--- src/hdl/lidar_point_projector_colorizer_core_assert.svh ---
// assertion macros used by the projector core
`ifndef LIDAR_POINT_PROJECTOR_COLORIZER_CORE_ASSERT_SVH
`define LIDAR_POINT_PROJECTOR_COLORIZER_CORE_ASSERT_SVH

// condition implies consequence in the same cycle
`define LPPC_ASSERT_IMPL(label, clk_sig, rst_sig, ante, cons) \
	label: assert property (@(posedge clk_sig) disable iff (!rst_sig) (ante) |-> (cons)) \
		else $error("lppc assertion failed");

// condition excludes the given expression in the same cycle
`define LPPC_ASSERT_NOT(label, clk_sig, rst_sig, ante, cons) \
	label: assert property (@(posedge clk_sig) disable iff (!rst_sig) (ante) |-> !(cons)) \
		else $error("lppc assertion failed");

`endif

--- src/hdl/lppc_pkg.sv ---
// shared constants and types of the point projector
package lppc_pkg;

	localparam int COORD_WIDTH_DEF = 24;
	localparam int COEF_WIDTH_DEF = 32;
	localparam int CFG_WIDTH = 64;
	localparam int CFG_IDX_WIDTH = 3;
	localparam int ACC_WIDTH = 64;
	localparam int LIMIT_WIDTH = 23;
	localparam int PIX_WIDTH = 16;
	localparam int COLOR_WIDTH = 8;
	localparam int Q_BITS = PIX_WIDTH;
	localparam int DIV_WIDTH = 83;

	localparam int MM_STAGES = 4;
	localparam int RD_STAGES = Q_BITS + 1;
	localparam int CL_STAGES = COLOR_WIDTH + 2;
	localparam int COLOR_LAG = MM_STAGES + RD_STAGES - CL_STAGES;

	localparam logic [CFG_IDX_WIDTH-1:0] REG_ROW0_A = 3'd0;
	localparam logic [CFG_IDX_WIDTH-1:0] REG_ROW0_B = 3'd1;
	localparam logic [CFG_IDX_WIDTH-1:0] REG_ROW1_A = 3'd2;
	localparam logic [CFG_IDX_WIDTH-1:0] REG_ROW1_B = 3'd3;
	localparam logic [CFG_IDX_WIDTH-1:0] REG_ROW2_A = 3'd4;
	localparam logic [CFG_IDX_WIDTH-1:0] REG_ROW2_B = 3'd5;
	localparam logic [CFG_IDX_WIDTH-1:0] REG_NEAR = 3'd6;
	localparam logic [CFG_IDX_WIDTH-1:0] REG_FAR = 3'd7;

	localparam logic [LIMIT_WIDTH-1:0] NEAR_RESET = 23'd500;
	localparam logic [LIMIT_WIDTH-1:0] FAR_RESET = 23'd130000;
	localparam logic [COLOR_WIDTH-1:0] COLOR_FULL = 8'hff;

	typedef struct packed {
		logic valid;
		logic behind;
		logic signed [ACC_WIDTH-1:0] a0;
		logic signed [ACC_WIDTH-1:0] a1;
		logic signed [ACC_WIDTH-1:0] a2;
	} proj_acc_t;

	typedef struct packed {
		logic valid;
		logic behind;
	} proj_ctl_t;

endpackage

--- src/hdl/lppc_color.sv ---
// jet color map: segment pick, ramp scaling and 8-stage ramp divide
module lppc_color #(
	parameter int COORD_WIDTH = lppc_pkg::COORD_WIDTH_DEF
) (
	input  logic clk,
	input  logic signed [COORD_WIDTH-1:0] x,
	input  logic [lppc_pkg::LIMIT_WIDTH-1:0] near_mm,
	input  logic [lppc_pkg::LIMIT_WIDTH-1:0] far_mm,
	output logic [lppc_pkg::COLOR_WIDTH-1:0] red,
	output logic [lppc_pkg::COLOR_WIDTH-1:0] green,
	output logic [lppc_pkg::COLOR_WIDTH-1:0] blue
);
	import lppc_pkg::*;

	localparam int TW = ((COORD_WIDTH > LIMIT_WIDTH + 1) ? COORD_WIDTH : LIMIT_WIDTH + 1) + 1;
	localparam int CW = TW + 4;
	localparam int DW = LIMIT_WIDTH + 1;
	localparam int POS_W = DW + 2;
	localparam int RW = POS_W + 9;

	typedef enum logic [2:0] {
		SEG_BELOW, SEG_0, SEG_1, SEG_2, SEG_3, SEG_4, SEG_ABOVE
	} seg_t;

	logic signed [TW-1:0] t;
	logic signed [CW-1:0] t10, dd;
	logic signed [DW-1:0] d;
	seg_t seg;
	logic signed [CW-1:0] t10_s1, d_s1;
	seg_t seg_s1;
	logic signed [CW-1:0] diff;
	logic [POS_W-1:0] pos, span;
	logic [RW-1:0] rem_s [COLOR_WIDTH+1];
	logic [POS_W-1:0] span_s [COLOR_WIDTH+1];
	logic [COLOR_WIDTH-1:0] q_s [COLOR_WIDTH+1];
	seg_t seg_s [COLOR_WIDTH+1];
	logic [COLOR_WIDTH-1:0] rmp;

	always_comb begin
		t = TW'(x) - TW'($signed({1'b0, near_mm}));
		d = $signed({1'b0, far_mm}) - $signed({1'b0, near_mm});
		t10 = (CW'(t) <<< 3) + (CW'(t) <<< 1);
		dd = CW'(d);
		if (t < 0) begin
			seg = SEG_BELOW;
		end else if (t10 < dd) begin
			seg = SEG_0;
		end else if (t10 < (dd <<< 1)) begin
			seg = SEG_1;
		end else if (t10 < (dd <<< 2)) begin
			seg = SEG_2;
		end else if (t10 < (dd <<< 3) - dd) begin
			seg = SEG_3;
		end else if (t10 < (dd <<< 3) + (dd <<< 1)) begin
			seg = SEG_4;
		end else begin
			seg = SEG_ABOVE;
		end
	end

	always_ff @(posedge clk) begin
		t10_s1 <= t10;
		d_s1 <= dd;
		seg_s1 <= seg;
	end

	// position and width of the active ramp
	always_comb begin
		diff = t10_s1;
		span = POS_W'(d_s1);
		unique case (seg_s1)
			SEG_0: begin
				diff = t10_s1;
				span = POS_W'(d_s1);
			end
			SEG_1: begin
				diff = t10_s1 - d_s1;
				span = POS_W'(d_s1);
			end
			SEG_2: begin
				diff = t10_s1 - (d_s1 <<< 1);
				span = POS_W'(d_s1 <<< 1);
			end
			SEG_3: begin
				diff = t10_s1 - (d_s1 <<< 2);
				span = POS_W'((d_s1 <<< 1) + d_s1);
			end
			SEG_4: begin
				diff = t10_s1 - (d_s1 <<< 3) + d_s1;
				span = POS_W'((d_s1 <<< 1) + d_s1);
			end
			default: begin
				diff = '0;
				span = POS_W'(1);
			end
		endcase
		pos = diff[POS_W-1:0];
	end

	always_ff @(posedge clk) begin
		rem_s[0] <= (RW'(pos) << 8) - RW'(pos);
		span_s[0] <= span;
		q_s[0] <= '0;
		seg_s[0] <= seg_s1;
	end

	for (genvar k = 0; k < COLOR_WIDTH; k++) begin : g_step
		localparam int B = COLOR_WIDTH - 1 - k;
		logic [RW-1:0] sub;
		logic take;
		assign sub = RW'(span_s[k]) << B;
		assign take = rem_s[k] >= sub;
		always_ff @(posedge clk) begin
			rem_s[k+1] <= take ? rem_s[k] - sub : rem_s[k];
			span_s[k+1] <= span_s[k];
			q_s[k+1] <= {q_s[k][COLOR_WIDTH-2:0], take};
			seg_s[k+1] <= seg_s[k];
		end
	end

	assign rmp = q_s[COLOR_WIDTH];

	always_comb begin
		unique case (seg_s[COLOR_WIDTH])
			SEG_BELOW: begin
				red = '0; green = '0; blue = COLOR_FULL;
			end
			SEG_0: begin
				red = '0; green = rmp; blue = COLOR_FULL;
			end
			SEG_1: begin
				red = '0; green = COLOR_FULL; blue = COLOR_FULL - rmp;
			end
			SEG_2: begin
				red = rmp; green = COLOR_FULL; blue = '0;
			end
			SEG_3: begin
				red = COLOR_FULL; green = COLOR_FULL - rmp; blue = '0;
			end
			SEG_4: begin
				red = COLOR_FULL; green = '0; blue = rmp;
			end
			default: begin
				red = COLOR_FULL; green = '0; blue = COLOR_FULL;
			end
		endcase
	end

endmodule

--- config.mk ---
export PLATFORM = sky130hd
export DESIGN_NAME = lppc_color
export DESIGN_NICKNAME = d
export VERILOG_FILES = /design/src/hdl/lidar_point_projector_colorizer_core_assert.svh /design/src/hdl/lppc_pkg.sv /design/src/hdl/lppc_color.sv
export SDC_FILE = /design/constraint.sdc
export NUM_CORES = 2
export LEC_CHECK = 0
export ABC_AREA = 1
export ABC_CLOCK_PERIOD_IN_PS = 13400
export CAP_MARGIN = 30
export CORE_AREA = 2 2 282 284
export DETAILED_ROUTE_END_ITERATION = 12
export DIE_AREA = 0 0 284 286
export DONT_BUFFER_PORTS = 1
export GPL_TIMING_DRIVEN = 0
export PLACE_DENSITY_LB_ADDON = 0.2
export SYNTH_ARGS = -nofsm -noshare
export SYNTH_HDL_FRONTEND = slang
export SYNTH_SLANG_ARGS = --single-unit
--- constraint.sdc ---
create_clock -name clk -period 13.4 [get_ports clk]
set_clock_uncertainty 0.2 [all_clocks]
set_input_delay 0.67 -clock clk [delete_from_list [all_inputs] [get_ports clk]]
set_output_delay 0.67 -clock clk [all_outputs]
set_load 0.03 [all_outputs]
==> After elaboration in Yosys (flattened, before gate mapping) <==
Memories as Yosys holds them, arrays and structs flattened.
Cells that the tools add are included.
{ "classes": {"n_eq_ne": 10, "muxes": 18, "order_cmp": 14, "add_sub_neg": 21, "reduce_logical": 8} }
{ "op_table": {"columns": ["cell", "n"], "rows": [
  ["35-bit two-way mux", 8],
  ["26-bit case mux with 5 select lines", 1],
  ["26-bit case mux with 3 select lines", 1],
  ["29-bit by 28-bit less-than comparator with 1-bit output", 2],
  ["26-bit subtractor", 2],
  ["8-bit case mux with 3 select lines", 2],
  ["35-bit by 26-bit greater-or-equal comparator with 1-bit output", 1],
  ["35-bit by 27-bit greater-or-equal comparator with 1-bit output", 1],
  ["35-bit by 28-bit greater-or-equal comparator with 1-bit output", 1],
  ["35-bit by 29-bit greater-or-equal comparator with 1-bit output", 1],
  ["35-bit by 30-bit greater-or-equal comparator with 1-bit output", 1],
  ["35-bit by 31-bit greater-or-equal comparator with 1-bit output", 1],
  ["35-bit by 32-bit greater-or-equal comparator with 1-bit output", 1],
  ["35-bit by 33-bit greater-or-equal comparator with 1-bit output", 1],
  ["34-bit by 26-bit subtractor with 35-bit output", 1],
  ["35-bit by 26-bit subtractor with 35-bit output", 1],
  ["35-bit by 27-bit subtractor with 35-bit output", 1],
  ["35-bit by 28-bit subtractor with 35-bit output", 1],
  ["35-bit by 29-bit subtractor with 35-bit output", 1],
  ["35-bit by 30-bit subtractor with 35-bit output", 1],
  ["35-bit by 31-bit subtractor with 35-bit output", 1],
  ["35-bit by 32-bit subtractor with 35-bit output", 1],
  ["35-bit by 33-bit subtractor with 35-bit output", 1],
  ["28-bit by 26-bit adder with 29-bit output", 1],
  ["23 further kinds", 37]
]} }
{ "word_totals": {"mem_count": 4, "elab_cells": 80, "reg_bits": 53, "inputBits": 71, "ramBits": 648} }
{ "memory_table": {"columns": ["name", "words", "width", "rd", "rd_clocked_by_memory_dff", "wr", "line_no", "text"], "rows": [
  ["rem_s", 9, 35, 8, 0, 9, "lppc_color.sv:33", "logic [RW-1:0] rem_s [COLOR_WIDTH+1];"],
  ["span_s", 9, 26, 8, 0, 9, "lppc_color.sv:34", "logic [POS_W-1:0] span_s [COLOR_WIDTH+1];"],
  ["q_s", 9, 8, 9, 0, 9, "lppc_color.sv:35", "logic [COLOR_WIDTH-1:0] q_s [COLOR_WIDTH+1];"],
  ["seg_s", 9, 3, 9, 0, 9, "lppc_color.sv:36", "seg_t seg_s [COLOR_WIDTH+1];"]
]} }

==> Depth between registers and ports, before layout <==
{ "logic_depth": {"depth_word": 8, "ltp_mapped": 41} }

==> Worst setup path before layout <==
Ideal clock, no wire load.
{ "synth_path": {"kind": "input-to-reg", "startpoint": "input port near_mm[2] in the netlist's numbering", "endpoint": "register seg_s1[0]", "stages": 37, "arrival_ns": 5.457, "required_time_ns": 13.054, "n_path_buf": 0, "setup_slack_ns": 7.597, "path_cell_list": "inv_1 ha_1 a21oi_1 o21ai_0 nand2_1 o211ai_1 a21oi_1 o21bai_1 a21oi_1 inv_1 a21o_1 a21oi_1 o21ai_0 xor2_1 ha_1 nand2_1 nor4_1 nand4_1 nand3_1 nand4_1 nand2_1 nand2_1 nand2_1 nand2_1 nand2_1 a21oi_1 xor2_1 ha_1 a21o_1 a21oi_1 nand4_1 nand2_1 nand2_1 nand2_1 nand2_1 nand2_1 a21oi_1"} }
{ "synth_via": {"elab_chain_cells": 8, "elab_cells_between_ends": 16} }
{ "synth_lines": {"columns": ["item", "line_no", "text"], "rows": [
  ["start, declared", "lppc_color.sv:7", "input logic [lppc_pkg::LIMIT_WIDTH-1:0] near_mm,"],
  ["24-bit by 24-bit subtractor with 25-bit output / 23-bit by 23-bit subtractor with 24-bit output (equally long branches)", "lppc_color.sv:40, lppc_color.sv:41", null],
  ["28-bit by 26-bit adder with 29-bit output / 27-bit by 25-bit adder with 28-bit output (equally long branches)", "lppc_color.sv:42, lppc_color.sv:54", null],
  ["29-bit by 28-bit less-than comparator with 1-bit output", "lppc_color.sv:54", "end else if (t10 < (dd <<< 3) + (dd <<< 1)) begin"],
  ["2-bit two-way mux", "lppc_color.sv:54", null],
  ["2-bit two-way mux", "lppc_color.sv:52", "end else if (t10 < (dd <<< 3) - dd) begin"],
  ["2-bit two-way mux", "lppc_color.sv:50", "end else if (t10 < (dd <<< 2)) begin"],
  ["2-bit two-way mux", "lppc_color.sv:48", "end else if (t10 < (dd <<< 1)) begin"],
  ["1-bit two-way mux", "lppc_color.sv:46", "end else if (t10 < dd) begin"],
  ["end signal, assigned", "lppc_color.sv:64", "seg_s1 <= seg;"],
  ["end, declared", "lppc_color.sv:30", "seg_t seg_s1;"]
]} }
Parallel ways exist; a longest one is shown, timed or not.
A chain may end at the register's enable or synchronous reset.

==> Final worst setup path <==
{ "layout_path": {"startpoint": "input port near_mm[2] in the netlist's numbering", "endpoint": "register seg_s1[0]"} }
{ "layout_via": {"elab_chain_cells": 8, "elab_cells_between_ends": 16} }
{ "layout_lines": {"columns": ["item", "line_no", "text"], "rows": [
  ["24-bit by 24-bit subtractor with 25-bit output (*)", "lppc_color.sv:40", "t = TW'(x) - TW'($signed({1'b0, near_mm}));"],
  ["28-bit by 26-bit adder with 29-bit output (*)", "lppc_color.sv:42", "t10 = (CW'(t) <<< 3) + (CW'(t) <<< 1);"],
  ["net t10[20]", "lppc_color.sv:26", "logic signed [CW-1:0] t10, dd;"],
  ["29-bit by 28-bit less-than comparator with 1-bit output", "lppc_color.sv:54", null],
  ["2-bit two-way mux", "lppc_color.sv:54", null],
  ["2-bit two-way mux", "lppc_color.sv:52", null],
  ["2-bit two-way mux", "lppc_color.sv:50", null],
  ["2-bit two-way mux", "lppc_color.sv:48", null],
  ["1-bit two-way mux (*)", "lppc_color.sv:46", null]
]} }
The timed path passes the listed nets; every way through them passes the cells marked *.

==> flow_summary.json <==
{
  "yosysWarningCount": 0,
  "min_to": "seg_s[0][22]$_DFF_P_",
  "worst_path_max_delay_cell": "a21oi_1",
  "path_clk_slew_ns": 0.07,
  "grt_max_degree": 17,
  "root_buffer": "clkbuf_16",
  "syn_area_um2": 42580,
  "slew_headroom_pct": 30.02,
  "synth.distinct_cells": 70,
  "rsz0062_at_grt": "no",
  "r2r_start": "d_s1[4]$_DFF_P_",
  "grt_pass1_vias": 38100,
  "tightest_slew_ns": 1.042,
  "worstSetupPathType": "input pin to register",
  "worst_path_largest_cell_delay_ns": 0.76,
  "r2r_slack_ns": 6.58,
  "antenna_found_initial": 4,
  "vias": 39230,
  "hold_start": "seg_s[0][19]$_DFF_P_",
  "io_pins": 95,
  "areaGrowthSynthToFinish_pct": 8.077,
  "synth-edff-count": 0,
  "drive_gt1_share_pct": 4.410,
  "syn_avg_cell_area_um2": 7.175,
  "cts_setup_buffers": 0,
  "synth_fp_nets": 6578,
  "first_iter_violations": 2832,
  "cts_tree": "done",
  "worstSetupStartpoint": "near_mm[2]",
  "setup_tns_ns": 0,
  "worstReg2RegEnd": "rem_s[0][32]$_DFF_P_",
  "cts_resized": 0,
  "fin_crit_sh_pct": 60.32,
  "nets": 6650,
  "numClockSinks": 603,
  "viasPerCell": 5.520,
  "slew_violations": 0,
  "holdCritPathClass": "register to register",
  "wire_per_inst_um": 17.98,
  "fill_cells": 7564,
  "core_um2": 78360,
  "wirelength_um": 127700,
  "initial_core_util_pct": 54.35,
  "grt_usage_pct": 30.57,
  "final_antenna_net_count": 0,
  "critPathCaptureType": "register",
  "setup_violations": 0,
  "die_y_um": 286,
  "rows": 103,
  "crit_arrival_ns": 8.32,
  "cp.required_ns": 13.64,
  "period_minus_slack_ns": 8.082,
  "place.gp.congestion": 0.9955,
  "cpMostUsedCell": "nand2_1",
  "htreeDepth": 2,
  "cts_buffers": 58,
  "ff2ff_path_depth": 34,
  "ys_ff_latch": 603,
  "dp_hpwl_um": 107200,
  "grt_first_pass_wirelength_um": 197000,
  "hold_viol_final": 0,
  "insertion_delay_ns": 0.64,
  "dr.pass1.iters": 5,
  "critical_path_peak_fanout": 5,
  "drv_cap": 0,
  "seq_area_frac_synth_pct": 28.35,
  "drc": 0,
  "crit_buf_inv": 2,
  "synthArstFlopShare_pct": 0,
  "dieArea_um2": 81220,
  "die_w_um": 284,
  "start_kind": "input pin",
  "clockBufferDepth": 3,
  "io_buffers": 0,
  "holdPathStages": 0,
  "cts_hold_buf": 0,
  "overflow": 0,
  "fmax_ghz": 0.1237,
  "outcome": "finished, final reports clean",
  "synthCells": 5935,
  "critPathTopFamily": "compound AO/OA/AOI/OAI gates",
  "synthFlopType": "dfxtp_1"
}
## kinds of logic (layout without fill, tap and decap cells)
family                   Yosys count  after routing  share of synthesized area [%]
adder cells (fa/ha/maj)          572            572                          17.48
other                              0              3                              0
AND/OR/NAND/NOR                 2226           2226                          22.21
flip-flops                       603            603                          28.35
buffers and inverters            922           1041                          8.195
AO/OA/AOI/OAI                   1285           1285                          16.96
XOR/XNOR                         327            327                          6.814
## per-stage QoR
step           instances  hold WS (ns)  instance area, µm²  setup slack (ns)  util, %
3_5_place_dp        6997        0.1121               43980             4.832    56.14
6_report            7107        0.1179               46020             5.318    58.74
5_1_grt             7107        0.1300               46020             5.000    58.74
4_1_cts             7104        0.1078               46020             5.473    58.73
2_1_floorplan       5935        0.1096               42580             7.597        -
3_3_place_gp        6985        0.1099               43900             4.824    56.02
## cells in the final DEF, fill, tap and decap left out, drive strengths merged, types with 37 or more instances in the layout
cell	count
nor2	451
fa	38
or2	37
a21oi	638
nand2	1270
o21ai	370
ha	534
nand3	260
inv	872
clkbuf	106
o211ai	38
xnor2	137
dfxtp	603
nand4	73
nor3	83
xor2	190
## cell usage after synthesis, types with 38 or more instances
library cell | n | area share, %
nand2_1 | 1230 | 11
inv_1 | 855 | 7.5
a21oi_1 | 635 | 7.5
dfxtp_1 | 603 | 28
ha_1 | 534 | 16
nor2_1 | 434 | 3.8
o21ai_0 | 326 | 3.8
nand3_1 | 256 | 3.0
xor2_1 | 185 | 3.8
xnor2_1 | 137 | 2.8
nor3_1 | 78 | 0.92
nand4_1 | 72 | 1.1
clkbuf_1 | 39 | 0.34
fa_1 | 38 | 1.8
## registers in the layout, indices dropped and copies added (netlist names)
| name | cells |
|---|---|
| t10_s1 | 25 |
| d_s1 | 24 |
| rem_s | 280 |
| seg_s | 27 |
| span_s | 208 |
| seg_s1 | 3 |
| q_s | 36 |
## worst max-delay path by stage
stage	cells past startpoint	end	slack [ns]
global placement	34	seg_s1[2]$_SDFF_PP0_	4.82
detailed placement	35	seg_s1[0]$_SDFF_PN0_	4.83
CTS	35	seg_s1[0]$_SDFF_PN0_	5.47
floorplan	37	seg_s1[0]$_SDFF_PN0_	7.60
global route	35	seg_s1[1]$_SDFF_PP0_	5.00
finish	35	seg_s1[0]$_SDFF_PN0_	5.32
## worst register-to-register path: cells and delay by family (launching register included)
kind | cells | cell delay [ns]
AND/OR/NAND/NOR | 18 | 2.50
AO/OA/AOI/OAI | 6 | 1.36
adder cells (fa/ha/maj) | 3 | 1.31
buffers and inverters | 6 | 0.63
flip-flops | 1 | 0.50
XOR/XNOR | 1 | 0.15
## metal layers
metal  vias up  global-route usage, %  part of all wire, %
li1      19960                      -                    -
met3       356                  2.711                  4.0
met5         -                      0                    0
met1     17870                  33.36                   39
met4         0                  23.04                  8.5
met2      1054                  55.22                   48
## final cells by class
| cell class | instances | area, µm² | area share (%) |
|---|---|---|---|
| Multi-Input combinational cell | 4410 | 27030 | 58.74 |
| Buffer | 58 | 246.5 | 0.5356 |
| Clock inverter | 40 | 505.5 | 1.098 |
| Antenna cell | 3 | 7.507 | 0.01631 |
| Tap cell | 1050 | 1314 | 2.855 |
| Sequential cell | 603 | 12070 | 26.23 |
| Timing Repair Buffer | 12 | 77.57 | 0.1686 |
| Clock buffer | 67 | 1525 | 3.314 |
| Inverter | 864 | 3243 | 7.047 |
Power is not shown: default switching activity piles up to over one toggle a cycle in this logic, so the estimate is an artifact.
